<file path="src/design/brr_pkg.sv">
// brr_pkg: types and constants of the backfill record reassembler.
// No dependencies; used by the core, output buffer and top level.
package brr_pkg;

  // Bytes per record, header bytes, bytes skipped in the first packet
  localparam int unsigned REC_BYTES  = 8;
  localparam int unsigned HDR_BYTES  = 2;
  localparam int unsigned FIRST_SKIP = 6;

  localparam logic [2:0] FILL_LAST = 3'(REC_BYTES - 1);
  localparam logic [2:0] POS_MAX   = 3'(FIRST_SKIP);
  localparam logic [2:0] POS_HDR   = 3'(HDR_BYTES);
  localparam logic [2:0] POS_SEQ   = 3'd0;
  localparam logic [2:0] POS_ID    = 3'd1;
  localparam logic [7:0] SEQ_FIRST = 8'd1;
  localparam logic [7:0] SEQ_LOST  = 8'd0;

  // Input word kinds
  localparam logic KIND_START = 1'b0;
  localparam logic KIND_BYTE  = 1'b1;

  typedef enum logic [1:0] {
    ST_PENDING  = 2'd0,
    ST_ACCEPTED = 2'd1,
    ST_REJECTED = 2'd2
  } pkt_status_e;

  // One result word
  typedef struct packed {
    logic        record_valid;
    logic [31:0] record_time;
    logic [15:0] glucose_value;
    logic [7:0]  record_type;
    logic [7:0]  trend_value;
    logic        packet_end;
    logic        packet_accepted;
  } result_t;

endpackage

</file>
<file path="src/design/brr_core.sv">
// brr_core: packet sequence check and record packing state.
// Depends on brr_pkg; produces a result word when an accepted byte completes a record or ends a packet.
module brr_core import brr_pkg::*; (
  input  logic    clk_i,
  input  logic    rst_ni,
  input  logic    accept_i,
  input  logic    kind_i,
  input  logic [7:0] data_byte_i,
  input  logic    last_in_packet_i,
  output logic    res_valid_o,
  output result_t res_o
);

  logic [7:0]  expected_q, expected_d;
  logic [7:0]  held_q, held_d;
  logic [2:0]  pos_q, pos_d;
  pkt_status_e status_q, status_d, status_upd;
  logic        first_q, first_d;
  logic [55:0] rec_q, rec_d;
  logic [2:0]  fill_q, fill_d;

  logic        is_byte;
  logic        take_payload;
  logic        rec_done;
  logic [2:0]  skip_pos;

  // Payload byte qualification
  assign is_byte      = (kind_i == KIND_BYTE);
  assign skip_pos     = first_q ? POS_MAX : POS_HDR;
  assign take_payload = (pos_q != POS_SEQ) && (pos_q != POS_ID) &&
                        (status_q == ST_ACCEPTED) && (pos_q >= skip_pos);
  assign rec_done     = take_payload && (fill_q == FILL_LAST);

  // Next state
  always_comb begin
    expected_d = expected_q;
    held_d     = held_q;
    pos_d      = pos_q;
    status_upd = status_q;
    first_d    = first_q;
    rec_d      = rec_q;
    fill_d     = fill_q;
    if (accept_i) begin
      if (!is_byte) begin
        // start of backfill: everything back to reset
        expected_d = SEQ_FIRST;
        held_d     = '0;
        pos_d      = '0;
        status_upd = ST_PENDING;
        first_d    = 1'b0;
        rec_d      = '0;
        fill_d     = '0;
      end else begin
        if (pos_q == POS_SEQ) begin
          held_d = data_byte_i;
        end else if (pos_q == POS_ID) begin
          if (held_q != expected_q) begin
            expected_d = SEQ_LOST;
            status_upd = ST_REJECTED;
          end else begin
            expected_d = expected_q + 8'd1;
            status_upd = ST_ACCEPTED;
            if (held_q == SEQ_FIRST) begin
              first_d = 1'b1;
              rec_d   = '0;
              fill_d  = '0;
            end
          end
        end else if (take_payload) begin
          if (rec_done) begin
            rec_d  = '0;
            fill_d = '0;
          end else begin
            rec_d  = rec_q | (56'(data_byte_i) << {fill_q, 3'b000});
            fill_d = fill_q + 3'd1;
          end
        end
        if (pos_q < POS_MAX) begin
          pos_d = pos_q + 3'd1;
        end
        // packet end: per-packet state returns to reset
        if (last_in_packet_i) begin
          pos_d   = '0;
          first_d = 1'b0;
          held_d  = '0;
        end
      end
    end
  end

  always_comb begin
    status_d = status_upd;
    if (accept_i && is_byte && last_in_packet_i) begin
      status_d = ST_PENDING;
    end
  end

  // Result word
  always_comb begin
    res_o             = '0;
    res_valid_o       = accept_i && is_byte && (rec_done || last_in_packet_i);
    res_o.packet_end  = last_in_packet_i;
    res_o.packet_accepted = last_in_packet_i && (status_upd == ST_ACCEPTED);
    if (rec_done) begin
      res_o.record_valid  = 1'b1;
      res_o.record_time   = rec_q[31:0];
      res_o.glucose_value = rec_q[47:32];
      res_o.record_type   = rec_q[55:48];
      res_o.trend_value   = data_byte_i;
    end
  end

  always_ff @(posedge clk_i or negedge rst_ni) begin
    if (!rst_ni) begin
      expected_q <= SEQ_FIRST;
      held_q     <= '0;
      pos_q      <= '0;
      status_q   <= ST_PENDING;
      first_q    <= 1'b0;
      rec_q      <= '0;
      fill_q     <= '0;
    end else begin
      expected_q <= expected_d;
      held_q     <= held_d;
      pos_q      <= pos_d;
      status_q   <= status_d;
      first_q    <= first_d;
      rec_q      <= rec_d;
      fill_q     <= fill_d;
    end
  end

endmodule

</file>
<file path="src/design/brr_out_buf.sv">
// brr_out_buf: output register with one skid entry for result words.
// Depends on brr_pkg for the result word type.
module brr_out_buf import brr_pkg::*; (
  input  logic    clk_i,
  input  logic    rst_ni,
  input  logic    push_i,
  input  result_t push_data_i,
  output logic    full_o,
  output logic    out_valid_o,
  input  logic    out_stall_i,
  output result_t out_data_o
);

  logic    out_valid_q, out_valid_d;
  logic    skid_valid_q, skid_valid_d;
  result_t out_q, out_d;
  result_t skid_q, skid_d;
  logic    out_free;

  // Output slot can load when empty or when its word leaves this cycle
  assign out_free = !out_valid_q || !out_stall_i;

  always_comb begin
    out_valid_d  = out_valid_q;
    skid_valid_d = skid_valid_q;
    out_d        = out_q;
    skid_d       = skid_q;
    if (out_free) begin
      if (skid_valid_q) begin
        out_d        = skid_q;
        out_valid_d  = 1'b1;
        skid_valid_d = 1'b0;
      end else if (push_i) begin
        out_d       = push_data_i;
        out_valid_d = 1'b1;
      end else begin
        out_valid_d = 1'b0;
      end
    end else if (push_i) begin
      skid_d       = push_data_i;
      skid_valid_d = 1'b1;
    end
  end

  always_ff @(posedge clk_i or negedge rst_ni) begin
    if (!rst_ni) begin
      out_valid_q  <= 1'b0;
      skid_valid_q <= 1'b0;
    end else begin
      out_valid_q  <= out_valid_d;
      skid_valid_q <= skid_valid_d;
    end
  end

  // Payload registers
  always_ff @(posedge clk_i) begin
    out_q  <= out_d;
    skid_q <= skid_d;
  end

  assign full_o      = skid_valid_q;
  assign out_valid_o = out_valid_q;
  assign out_data_o  = out_q;

endmodule

</file>
<file path="src/design/backfill_record_reassembler.sv">
// backfill_record_reassembler: top level of the backfill record reassembler.
// Depends on brr_pkg, brr_core and brr_out_buf.
//
// Input channel: one word per handshake (in_valid_i high, in_stall_o low).
// kind_i = 0 starts a backfill; kind_i = 1 carries one packet byte in
// data_byte_i, with last_in_packet_i marking the final byte of a packet.
// Output channel: a word is produced when a byte completes an 8-byte record
// or ends a packet, and is taken when out_valid_o is high and out_stall_i low.
// A result passes from the core, which is combinational, into the output
// register. Throughput: one input word per cycle while in_stall_o is low, set by
// the single register stage of sequence and record state.
// When the receiver stalls, the output word holds and one more result goes
// into a skid entry; in_stall_o rises while that entry is occupied.
// Reset (rst_ni low, asynchronous) sets the expected sequence to 1, clears
// the pending record bytes and empties the output register and skid entry.
module backfill_record_reassembler import brr_pkg::*; (
  input  logic        clk_i,
  input  logic        rst_ni,
  input  logic        in_valid_i,
  output logic        in_stall_o,
  input  logic        kind_i,
  input  logic [7:0]  data_byte_i,
  input  logic        last_in_packet_i,
  output logic        out_valid_o,
  input  logic        out_stall_i,
  output logic        record_valid_o,
  output logic [31:0] record_time_o,
  output logic [15:0] glucose_value_o,
  output logic [7:0]  record_type_o,
  output logic [7:0]  trend_value_o,
  output logic        packet_end_o,
  output logic        packet_accepted_o
);

  logic    accept;
  logic    res_valid;
  logic    buf_full;
  result_t res;
  result_t out_data;

  assign in_stall_o = buf_full;
  assign accept     = in_valid_i && !buf_full;

  brr_core u_core (
    .clk_i           (clk_i),
    .rst_ni          (rst_ni),
    .accept_i        (accept),
    .kind_i          (kind_i),
    .data_byte_i     (data_byte_i),
    .last_in_packet_i(last_in_packet_i),
    .res_valid_o     (res_valid),
    .res_o           (res)
  );

  brr_out_buf u_out_buf (
    .clk_i      (clk_i),
    .rst_ni     (rst_ni),
    .push_i     (res_valid),
    .push_data_i(res),
    .full_o     (buf_full),
    .out_valid_o(out_valid_o),
    .out_stall_i(out_stall_i),
    .out_data_o (out_data)
  );

  // Result fields to ports
  assign record_valid_o    = out_data.record_valid;
  assign record_time_o     = out_data.record_time;
  assign glucose_value_o   = out_data.glucose_value;
  assign record_type_o     = out_data.record_type;
  assign trend_value_o     = out_data.trend_value;
  assign packet_end_o      = out_data.packet_end;
  assign packet_accepted_o = out_data.packet_accepted;

endmodule

</file>
<file path="config.mk">
export PLATFORM = sky130hd
export DESIGN_NAME = backfill_record_reassembler
export DESIGN_NICKNAME = d
export VERILOG_FILES = /design/src/design/brr_pkg.sv /design/src/design/brr_core.sv /design/src/design/brr_out_buf.sv /design/src/design/backfill_record_reassembler.sv
export SDC_FILE = /design/constraint.sdc
export NUM_CORES = 1
export LEC_CHECK = 0
export BUFFER_PORTS_ARGS = -buffer_cell sky130_fd_sc_hd__buf_2
export CORE_MARGIN = 8
export CORE_UTILIZATION = 50
export CTS_BUF_LIST = sky130_fd_sc_hd__clkbuf_16
export CTS_CLUSTER_DIAMETER = 30
export DETAILED_ROUTE_END_ITERATION = 8
export PLACE_DENSITY = 0.77
export SLEW_MARGIN = 20
export SYNTH_ARGS = -nofsm -noshare
export SYNTH_HDL_FRONTEND = slang
export SYNTH_SLANG_ARGS = --single-unit
</file>
<file path="constraint.sdc">
create_clock -name clk_i -period 10 [get_ports clk_i]
set_clock_uncertainty 0.1 [all_clocks]
set_input_delay 0 -clock clk_i [delete_from_list [all_inputs] [get_ports clk_i]]
set_output_delay 0 -clock clk_i [all_outputs]
set_load 0.005 [all_outputs]
</file>
Word-level counts from Yosys, hierarchy flattened
Cells that the tools add are included.

$lt $le $gt $ge: 2. Bitwise logic cells: 2. Multiplexer cells: 44. Shift operators: 1. Reductions and logical operators: 25. Add/sub/neg operators: 3. Eq/ne operators: 18.

Operators by type and width (count): 2-to-1 mux 56 bit (7); 2-to-1 mux 67 bit (2); 2-to-1 mux 65 bit (1); 2-to-1 mux 8 bit (7); OR 56 bit (1); << shifter 8 x 6 -> 56 bit (1); 2-to-1 mux 3 bit (11); != test 3 x 1 -> 1 bit, second input constant (6); 2-to-1 mux 2 bit (6); != test 3 bit, second input constant (4); 2-to-1 mux 1 bit (10); AND reduction 5 bit (2); logical AND 1 bit (9); adder 8 x 1 -> 8 bit, second input constant (1); equality test 8 x 1 -> 1 bit, second input constant (1); != test 8 bit (1); AND reduction 2 bit (4); adder 3 x 1 -> 3 bit, second input constant (2); equality test 2 x 1 -> 1 bit, second input constant (2); nonzero test 2 bit (2); equality test 3 x 1 -> 1 bit, second input constant (1); equality test 3 bit, second input constant (1); >= comparator 3 bit (1); zero test 1 bit (3); other kinds (8) (9).

Register bits after elaboration: 217. Logic and storage cells: 118. Bits of input ports: 14.

Logic depth before layout (Yosys ltp)
Gate-level depths: netlist of run 1.

Depth after elaboration: 10. Depth in mapped cells: 9. Gate-level depth less buffers: 7.

Hierarchy
A second synthesis of run 1 with hierarchy kept.

Cells, all modules: 716. Area total of the unflattened synthesis: 9606.7 um2.

Modules (own cells, without submodules): brr_out_buf (area an instance 5260.0 um2, instances 1, cells each 215); brr_core (area an instance 4332.9 um2, instances 1, cells each 500); backfill_record_reassembler (area an instance 13.8 um2, instances 1, cells each 1).

Worst setup path before layout of run 1
Ideal clock, no wire load.

Path kind: register -> register. From: register u_core.pos_q[1]. To: register u_out_buf.skid_q[0] (netlist name), enable pin. Cell stages (with the launch flop): 8. Library setup time: 0.681 ns. Data required time: 9.219 ns. Arrival: 8.390 ns. Setup slack: 0.829 ns. Path through: dfrtp_1 -> inv_1 -> ha_1 -> o21bai_1 -> o2111a_1 -> clkbuf_1 -> or2_2 -> nor4b_1.

Cells in the longest elaborated chain, start to end: 8. Elaborated cells between the ends (all ways): 10. Those cells by class: order compare: 1; eq/ne: 1; reduce/logical: 8.

RTL lines: start: declaration (RTL line brr_core.sv:16) `logic [2:0] pos_q, pos_d;`; start signal: assignment (RTL line brr_core.sv:125) `pos_q <= pos_d;`; branches (longest 3 deep; another with >= comparator 3 bit); logical AND 1 bit * (RTL line brr_core.sv:31) `(status_q == ST_ACCEPTED) && (pos_q >= skip_pos);`; logical AND 1 bit * (RTL line brr_core.sv:32) `assign rec_done = take_payload && (fill_q == FILL_LAST);`; logical OR 1 bit * (RTL line brr_core.sv:101) `res_valid_o = accept_i && is_byte && (rec_done || last_in_packet_i);`; logical AND 1 bit * (RTL line brr_core.sv:101); AND reduction 2 bit (no source line) *; end signal: assignment (RTL line brr_out_buf.sv:58) `skid_q <= skid_d;`; end: declaration (RTL line brr_out_buf.sv:17) `result_t skid_q, skid_d;`.

Mark *: on every way between the ends. A chain may end at the register's enable or synchronous reset.

Worst setup path after layout of run 1
From: register u_core.pos_q[1]. To: register u_out_buf.out_q, in the netlist u_out_buf.out_data_o[26], enable pin.

Cells in the longest elaborated chain, start to end: 9. Elaborated cells between the ends (all ways): 11. Those cells by class: order compare: 1; eq/ne: 1; reduce/logical: 9.

RTL lines: branches (longest 3 deep; another with >= comparator 3 bit); logical AND 1 bit * (RTL line brr_core.sv:31); logical AND 1 bit * (RTL line brr_core.sv:32); logical OR 1 bit * (RTL line brr_core.sv:101); logical AND 1 bit * (RTL line brr_core.sv:101); nonzero test 2 bit (no source line) *; AND reduction 2 bit (no source line) *; end signal: assignment (RTL line brr_out_buf.sv:57) `out_q <= out_d;`; end: declaration (RTL line brr_out_buf.sv:16) `result_t out_q, out_d;`.

Marks and branches as above.

==> results of run 1 <==
==> cell usage after synthesis, types with 4 or more instances <==
cell	count
dfrtp_1	82
o21ai_0	7
buf_2	8
inv_1	6
a22o_1	9
nand2_1	26
a21oi_1	9
a31oi_1	59
mux2_2	65
nand3_1	4
nor2b_1	4
buf_6	6
xor2_1	4
nor2_1	124
nand4_1	4
clkbuf_1	31
and2_1	65
xnor2_1	9
ha_1	8
edfxtp_1	134
nand2b_1	14
==> cells by family (layout without fill, tap and decap cells) <==
group	Yosys count	in the layout
multiplexers	67	67
AO/OA/AOI/OAI	100	100
buffers and inverters	52	177
flip-flops	217	217
adder cells (fa/ha/maj)	8	8
XOR/XNOR	13	13
AND/OR/NAND/NOR	254	254
==> repair_timing <==
item,4_1_cts,5_1_grt
resized for setup,0,0
hold endpoints to repair,150,0
hold buffers,14,0
==> power by group <==
| part | internal, W | leakage (nW) | total, W | switching [W] |
|---|---|---|---|---|
| clock network | 0.000805 | 0.630 | 0.00123 | 0.000424 |
| logic | 0.0000639 | 1.68 | 0.000186 | 0.000122 |
| registers | 0.00101 | 2.34 | 0.00104 | 0.0000371 |
| total | 0.00188 | 4.65 | 0.00246 | 0.000583 |
==> worst max-delay path, cell delays in order (launching register included) <==
cell and delay [ps]:
dfrtp_1 460, inv_1 110, ha_1 230, o21bai_1 200, o2111a_1 210, buf_4 440, or2_2 220, a31oi_1 160
a21oi_4 640, buf_4 630
==> flip-flops by register name (all words and copies together) (netlist names), 2 cells and up <==
name / count
u_core.expected_q: 8
u_core.status_q: 2
u_core.held_q: 8
u_core.fill_q: 3
u_core.rec_q: 56
u_out_buf.out_data_o: 67
u_core.pos_q: 3
u_out_buf.skid_q: 67
==> metrics by stage <==
| step | power (W) | util | hold WS [ps] | area, µm² | std cells |
|---|---|---|---|---|---|
| after global placement | 0.00123 | 0.543 | 160 | 9780 | 984 |
| after global routing | 0.00255 | 0.620 | 88.1 | 11200 | 1065 |
| after CTS | 0.00248 | 0.619 | 178 | 11200 | 1065 |
| after detailed placement | 0.00124 | 0.543 | 159 | 9780 | 984 |
| final | 0.00246 | 0.620 | 36.9 | 11200 | 1065 |
| after floorplan | 0.00118 | - | -396 | 9220 | 711 |
==> worst min-delay path by stage <==
stage	startpoint	end	slack (ps)	depth (start not counted)
3_5_place_dp	rst_ni	u_core.pos_q[1]	160	1
2_1_floorplan	rst_ni	u_core.expected_q[1]	-400	0
5_1_grt	rst_ni	u_core.held_q[4]	90	2
4_1_cts	rst_ni	u_core.held_q[6]	180	2
3_3_place_gp	rst_ni	u_core.status_q[0]	160	1
6_report	rst_ni	u_core.expected_q[4]	40	2
==> layout make-up <==
class	count	area [µm²]	share of cell area
clock buffer	40	1000	0.0896
multi-input combinational	442	2900	0.259
timing repair buffer	104	617	0.0552
sequential	217	6100	0.546
inverter	6	22.5	0.00202
tap	229	287	0.0257
clock inverter	27	243	0.0217
==> metal layers <==
layer	track usage	vias to the layer above	routed length [µm]
met5	0	-	0
met4	0.0725	0	547
met1	0.225	2986	8320
met3	0.0407	39	1340
met2	0.289	191	9790
li1	-	2758	-
==> reports/metrics.yaml, run 1 <==
floorplan:
  die-height_um: 152
  io_pins: 83
  start_util: 0.511
  die_width_um: 152
  core_um2: 18000
  dieArea_um2: 23000
  rows: 49
placement:
  dpl.hpwl_mm: 12.3
  gp_congestion: 0.878
  port_buffers: 82
  place_ws_ps: 6160
final_layout:
  final_common_cell: "edfxtp_1"
  drive_above_1_share: 0.262
  syn_to_final_growth_pct: 21.1
  nets: 830
  final_cell_mix: "edfxtp_1, nor2_1, buf_2, dfrtp_1"
  antenna_cells: 0
  fillers: 1344
synth:
  ys_warn_count: 0
  synth_compound_area_frac: 0.0736
  synth-edff-count: 134
  synth_seq_area_share: 0.662
  syn-num-nets: 733
  yosys.cell_types.count: 48
  synth_seq_cells: 217
  synthMuxAreaShare: 0.0818
  ys.flop_type: "edfxtp_1"
  synth-simple-area-share: 0.132
  avgSynthCellArea_um2: 13.0
  syn_area_um2: 9220
  yosysTopAreaCell: "edfxtp_1"
  synth_top_area_frac: 0.436
  synthAdderAreaFrac: 0.0109
  async_flop_share: 0.382
  synth_area_leaders: "edfxtp_1, dfrtp_1, mux2_2, nor2_1, and2_1"
  synth_top_family_by_area: "simple AND/OR/NAND/NOR gates"
  syn_inst: 711
  synth_xor_area_frac: 0.0124
critical_path:
  cp-end-kind: "register"
  reg2reg_depth: 9
  critPathMaxFanout: 70
  critical_path_class: "register to register"
  worstSetupEndpoint: "u_out_buf.out_data_o[26]"
  worstSetupStartpointType: "register"
  cp.required_ps: 10010
  r2r_slack_ps: 6190
  regToRegEndpoint: "u_out_buf.out_data_o[26]"
  timing.critical_path.arrival_ps: 3820
  crit_start: "u_core.pos_q[1]"
  rr_startpoint: "u_core.pos_q[1]"
clock_tree:
  clkSinkCount: 217
  cts_setup_buffers: 0
  clkTransAtPathRegs_ps: 50
  cts_root_buf: "clkbuf_16"
  cts_max_level: 2
  clockBufferDepth: 3
  cts_tree: "done"
  cts-buffers-inserted: 37
  clk_latency_ps: 500
drt:
  drc: 0
  drt_first_pass_iters: 5
  drt_iter0_drc: 636
  ant_nets: 0
  via_per_inst: 5.61
  wl_mm: 20.0
  vias: 5974
  routedWlPerCell_um: 18.8
global_routing:
  grt_first_pass_wirelength_mm: 32.3
  grt_max_degree: 84
  antenna_found_initial: 0
  overflow: 0
  grt_pass1_vias: 6098
  grtUsageTotal: 0.177
timing:
  worst_pin_slew_ps: 903
  period_share: 0.381
  hold_viol_final: 0
  setup_viol: 0
  timing.final.ws_setup_ps: 6190
  fmax_mhz: 262
  relSlewSlack: 0.398
  post-route-min-period_ps: 3810
  drv_slew: 0
  finalSetupTns_ps: 0
  rsz0062_at_grt: "no"
power:
  total_leakage_power_nw: 4.65
  ir_worst_vdd_v: 0.000140
  cellPowerDensity_nw_per_um2: 220
status:
  status: "complete, no violations"
job:
  drv_cap: 0
hold_path:
  hp-class: "input pin to asynchronous set/reset pin"
(Power assumes the default switching activity.)
==> run 2, diff against run 1 <==
- PLACE_DENSITY: 0.77 -> 0.8
- clock period: 10 -> 3.1 ns (I/O delays scaled with it)
==> run 2 against run 1 <==
  * Via count increased by 1.5%
  * Worst setup slack got worse by 6000 ps
  * First-iteration DRC count decreased by 2.0%
  * Critical path type unchanged
  * Worst hold slack got worse by 31 ps
  * Cell area increased by 1.2%
  * Sequential share of layout area decreased by 0.62 points
  * Cell count increased by 0.66%
  * Die area unchanged
  * Fmax increased by 32%
==> reports/metrics.yaml, run 2 (synthesis gave the netlist of run 1 again) <==
global_routing:
  grt_first_pass_wirelength_mm: 33.0
  overflow: 0
  grt_pass1_vias: 6203
  met1_usage: 0.232
  grtUsageTotal: 0.182
  met3_usage: 0.0472
  top_usage_layer: "met2"
  antenna_found_initial: 0
  grt_max_degree: 70
  met2_usage: 0.297
drt:
  ant_nets: 0
  vias: 6062
  via_per_inst: 5.65
  routedWlPerCell_um: 19.1
  wl_mm: 20.4
  drc: 0
  drt_first_pass_iters: 5
  drt_iter0_drc: 623
critical_path:
  worstSetupStartpointType: "register"
  critPathSlowestCell: "a21oi_4"
  rr_startpoint: "u_core.pos_q[1]"
  cp-end-kind: "register"
  cpPeakStageDelay_ps: 680
  critPathMaxFanout: 46
  timing.critical_path.arrival_ps: 2970
  critical_path_class: "register to register"
  worst-path-buf-inv: 2
  cp_top_family: "compound AO/OA/AOI/OAI gates"
  crit_chain: "inv_2 -> ha_2 -> o21bai_1 -> o2111a_2 -> or2_2 -> a31oi_1 -> a21oi_4 -> buf_12"
  crit_start: "u_core.pos_q[1]"
  cp.required_ps: 3180
placement:
  dp_cells: 989
  port_buffers: 82
  dpl.hpwl_mm: 12.1
  gp_congestion: 0.916
floorplan:
  core_um2: 18000
  start_util: 0.511
  dieArea_um2: 23000
  die-height_um: 152
  io_pins: 83
  rows: 49
  die_width_um: 152
power:
  ir_worst_vdd_v: 0.000517
  clkPwrFrac: 0.509
  cellPowerDensity_nw_per_um2: 720
  p_sw_w: 0.00192
  total_leakage_power_nw: 4.68
  p_sw_frac: 0.236
  total_power_w: 0.00814
  p_int_w: 0.00622
  power_frac_comb: 0.078
  seq_power_share: 0.413
clock_tree:
  cts_tree: "done"
  clockBufferDepth: 3
  clk_latency_ps: 500
  cts_root_buf: "clkbuf_16"
  cts-buffers-inserted: 38
  clkTransAtPathRegs_ps: 50
  cts_max_level: 2
  clkSinkCount: 217
  cts_setup_buffers: 0
final_layout:
  final_cell_mix: "edfxtp_1, nor2_1, buf_2, dfrtp_1"
  utilization: 0.627
  stdcell_count: 1072
  antenna_cells: 0
  final_common_cell: "edfxtp_1"
  drive_above_1_share: 0.274
  nets: 836
  syn_to_final_growth_pct: 22.5
timing:
  drv_slew: 0
  rsz0062_at_grt: "no"
  hold_viol_final: 0
  relSlewSlack: 0.399
  period_share: 0.934
  post-route-min-period_ps: 2890
  setup_viol: 0
  worst_pin_slew_ps: 902
  fmax_mhz: 345
  finalSetupTns_ps: 0
status:
  status: "complete, no violations"
job:
  drv_cap: 0
hold_path:
  hp-class: "input pin to asynchronous set/reset pin"
[run 2: final cells by class]
| type | count | area (µm²) |
|---|---|---|
| Multi-Input combinational cell | 442 | 2910 |
| Clock inverter | 29 | 285 |
| Sequential cell | 217 | 6100 |
| Fill cell | 1315 | 6730 |
| Timing Repair Buffer | 109 | 688 |
| Clock buffer | 40 | 1000 |
| Tap cell | 229 | 287 |
| Inverter | 6 | 22.5 |
[run 2: per-stage QoR]
| step | instance area [µm²] | setup WS [ps] | hold WS (ps) |
|---|---|---|---|
| floorplan | 9260 | -952 | -396 |
| global placement | 9870 | 366 | 25.2 |
| detailed placement | 9870 | 255 | 33.5 |
| CTS | 11300 | 226 | 51.1 |
| global route | 11300 | 19.3 | 106 |
| finish | 11300 | 205 | 5.71 |
[run 2: power groups by stage]
stage	combinational, W	sequential (W)	clock (W)
2_1_floorplan	0.000423	0.00337	0
3_3_place_gp	0.000591	0.00339	0
3_5_place_dp	0.000606	0.00340	0
4_1_cts	0.000636	0.00335	0.00418
5_1_grt	0.000707	0.00337	0.00432
6_report	0.000638	0.00336	0.00414
[run 2: final timing paths]
kind	to	slack [ps]	depth (start not counted)
worst max-delay path	u_out_buf.out_data_o[4]	210	8
worst min-delay path	u_core.expected_q[5]	6	2
worst min register to register	u_core.status_q[1]	380	2
worst max register to register	u_out_buf.out_data_o[4]	210	8
max in group asynchronous	u_core.rec_q[38]	2170	3
min in group clk_i	u_out_buf.skid_q[1]	230	2
[run 2: timing repair]
item,in CTS,in global routing
gates resized for setup,0,0
endpoints found under the hold margin,132,0
hold buffers,14,0
endpoints found under the setup margin,0,0
[run 2: routing by layer]
layer	share of wire	vias to the layer above
met2	0.48	229
met3	0.078	49
met4	0.023	0
li1	-	2770
met5	0	-
met1	0.42	3014
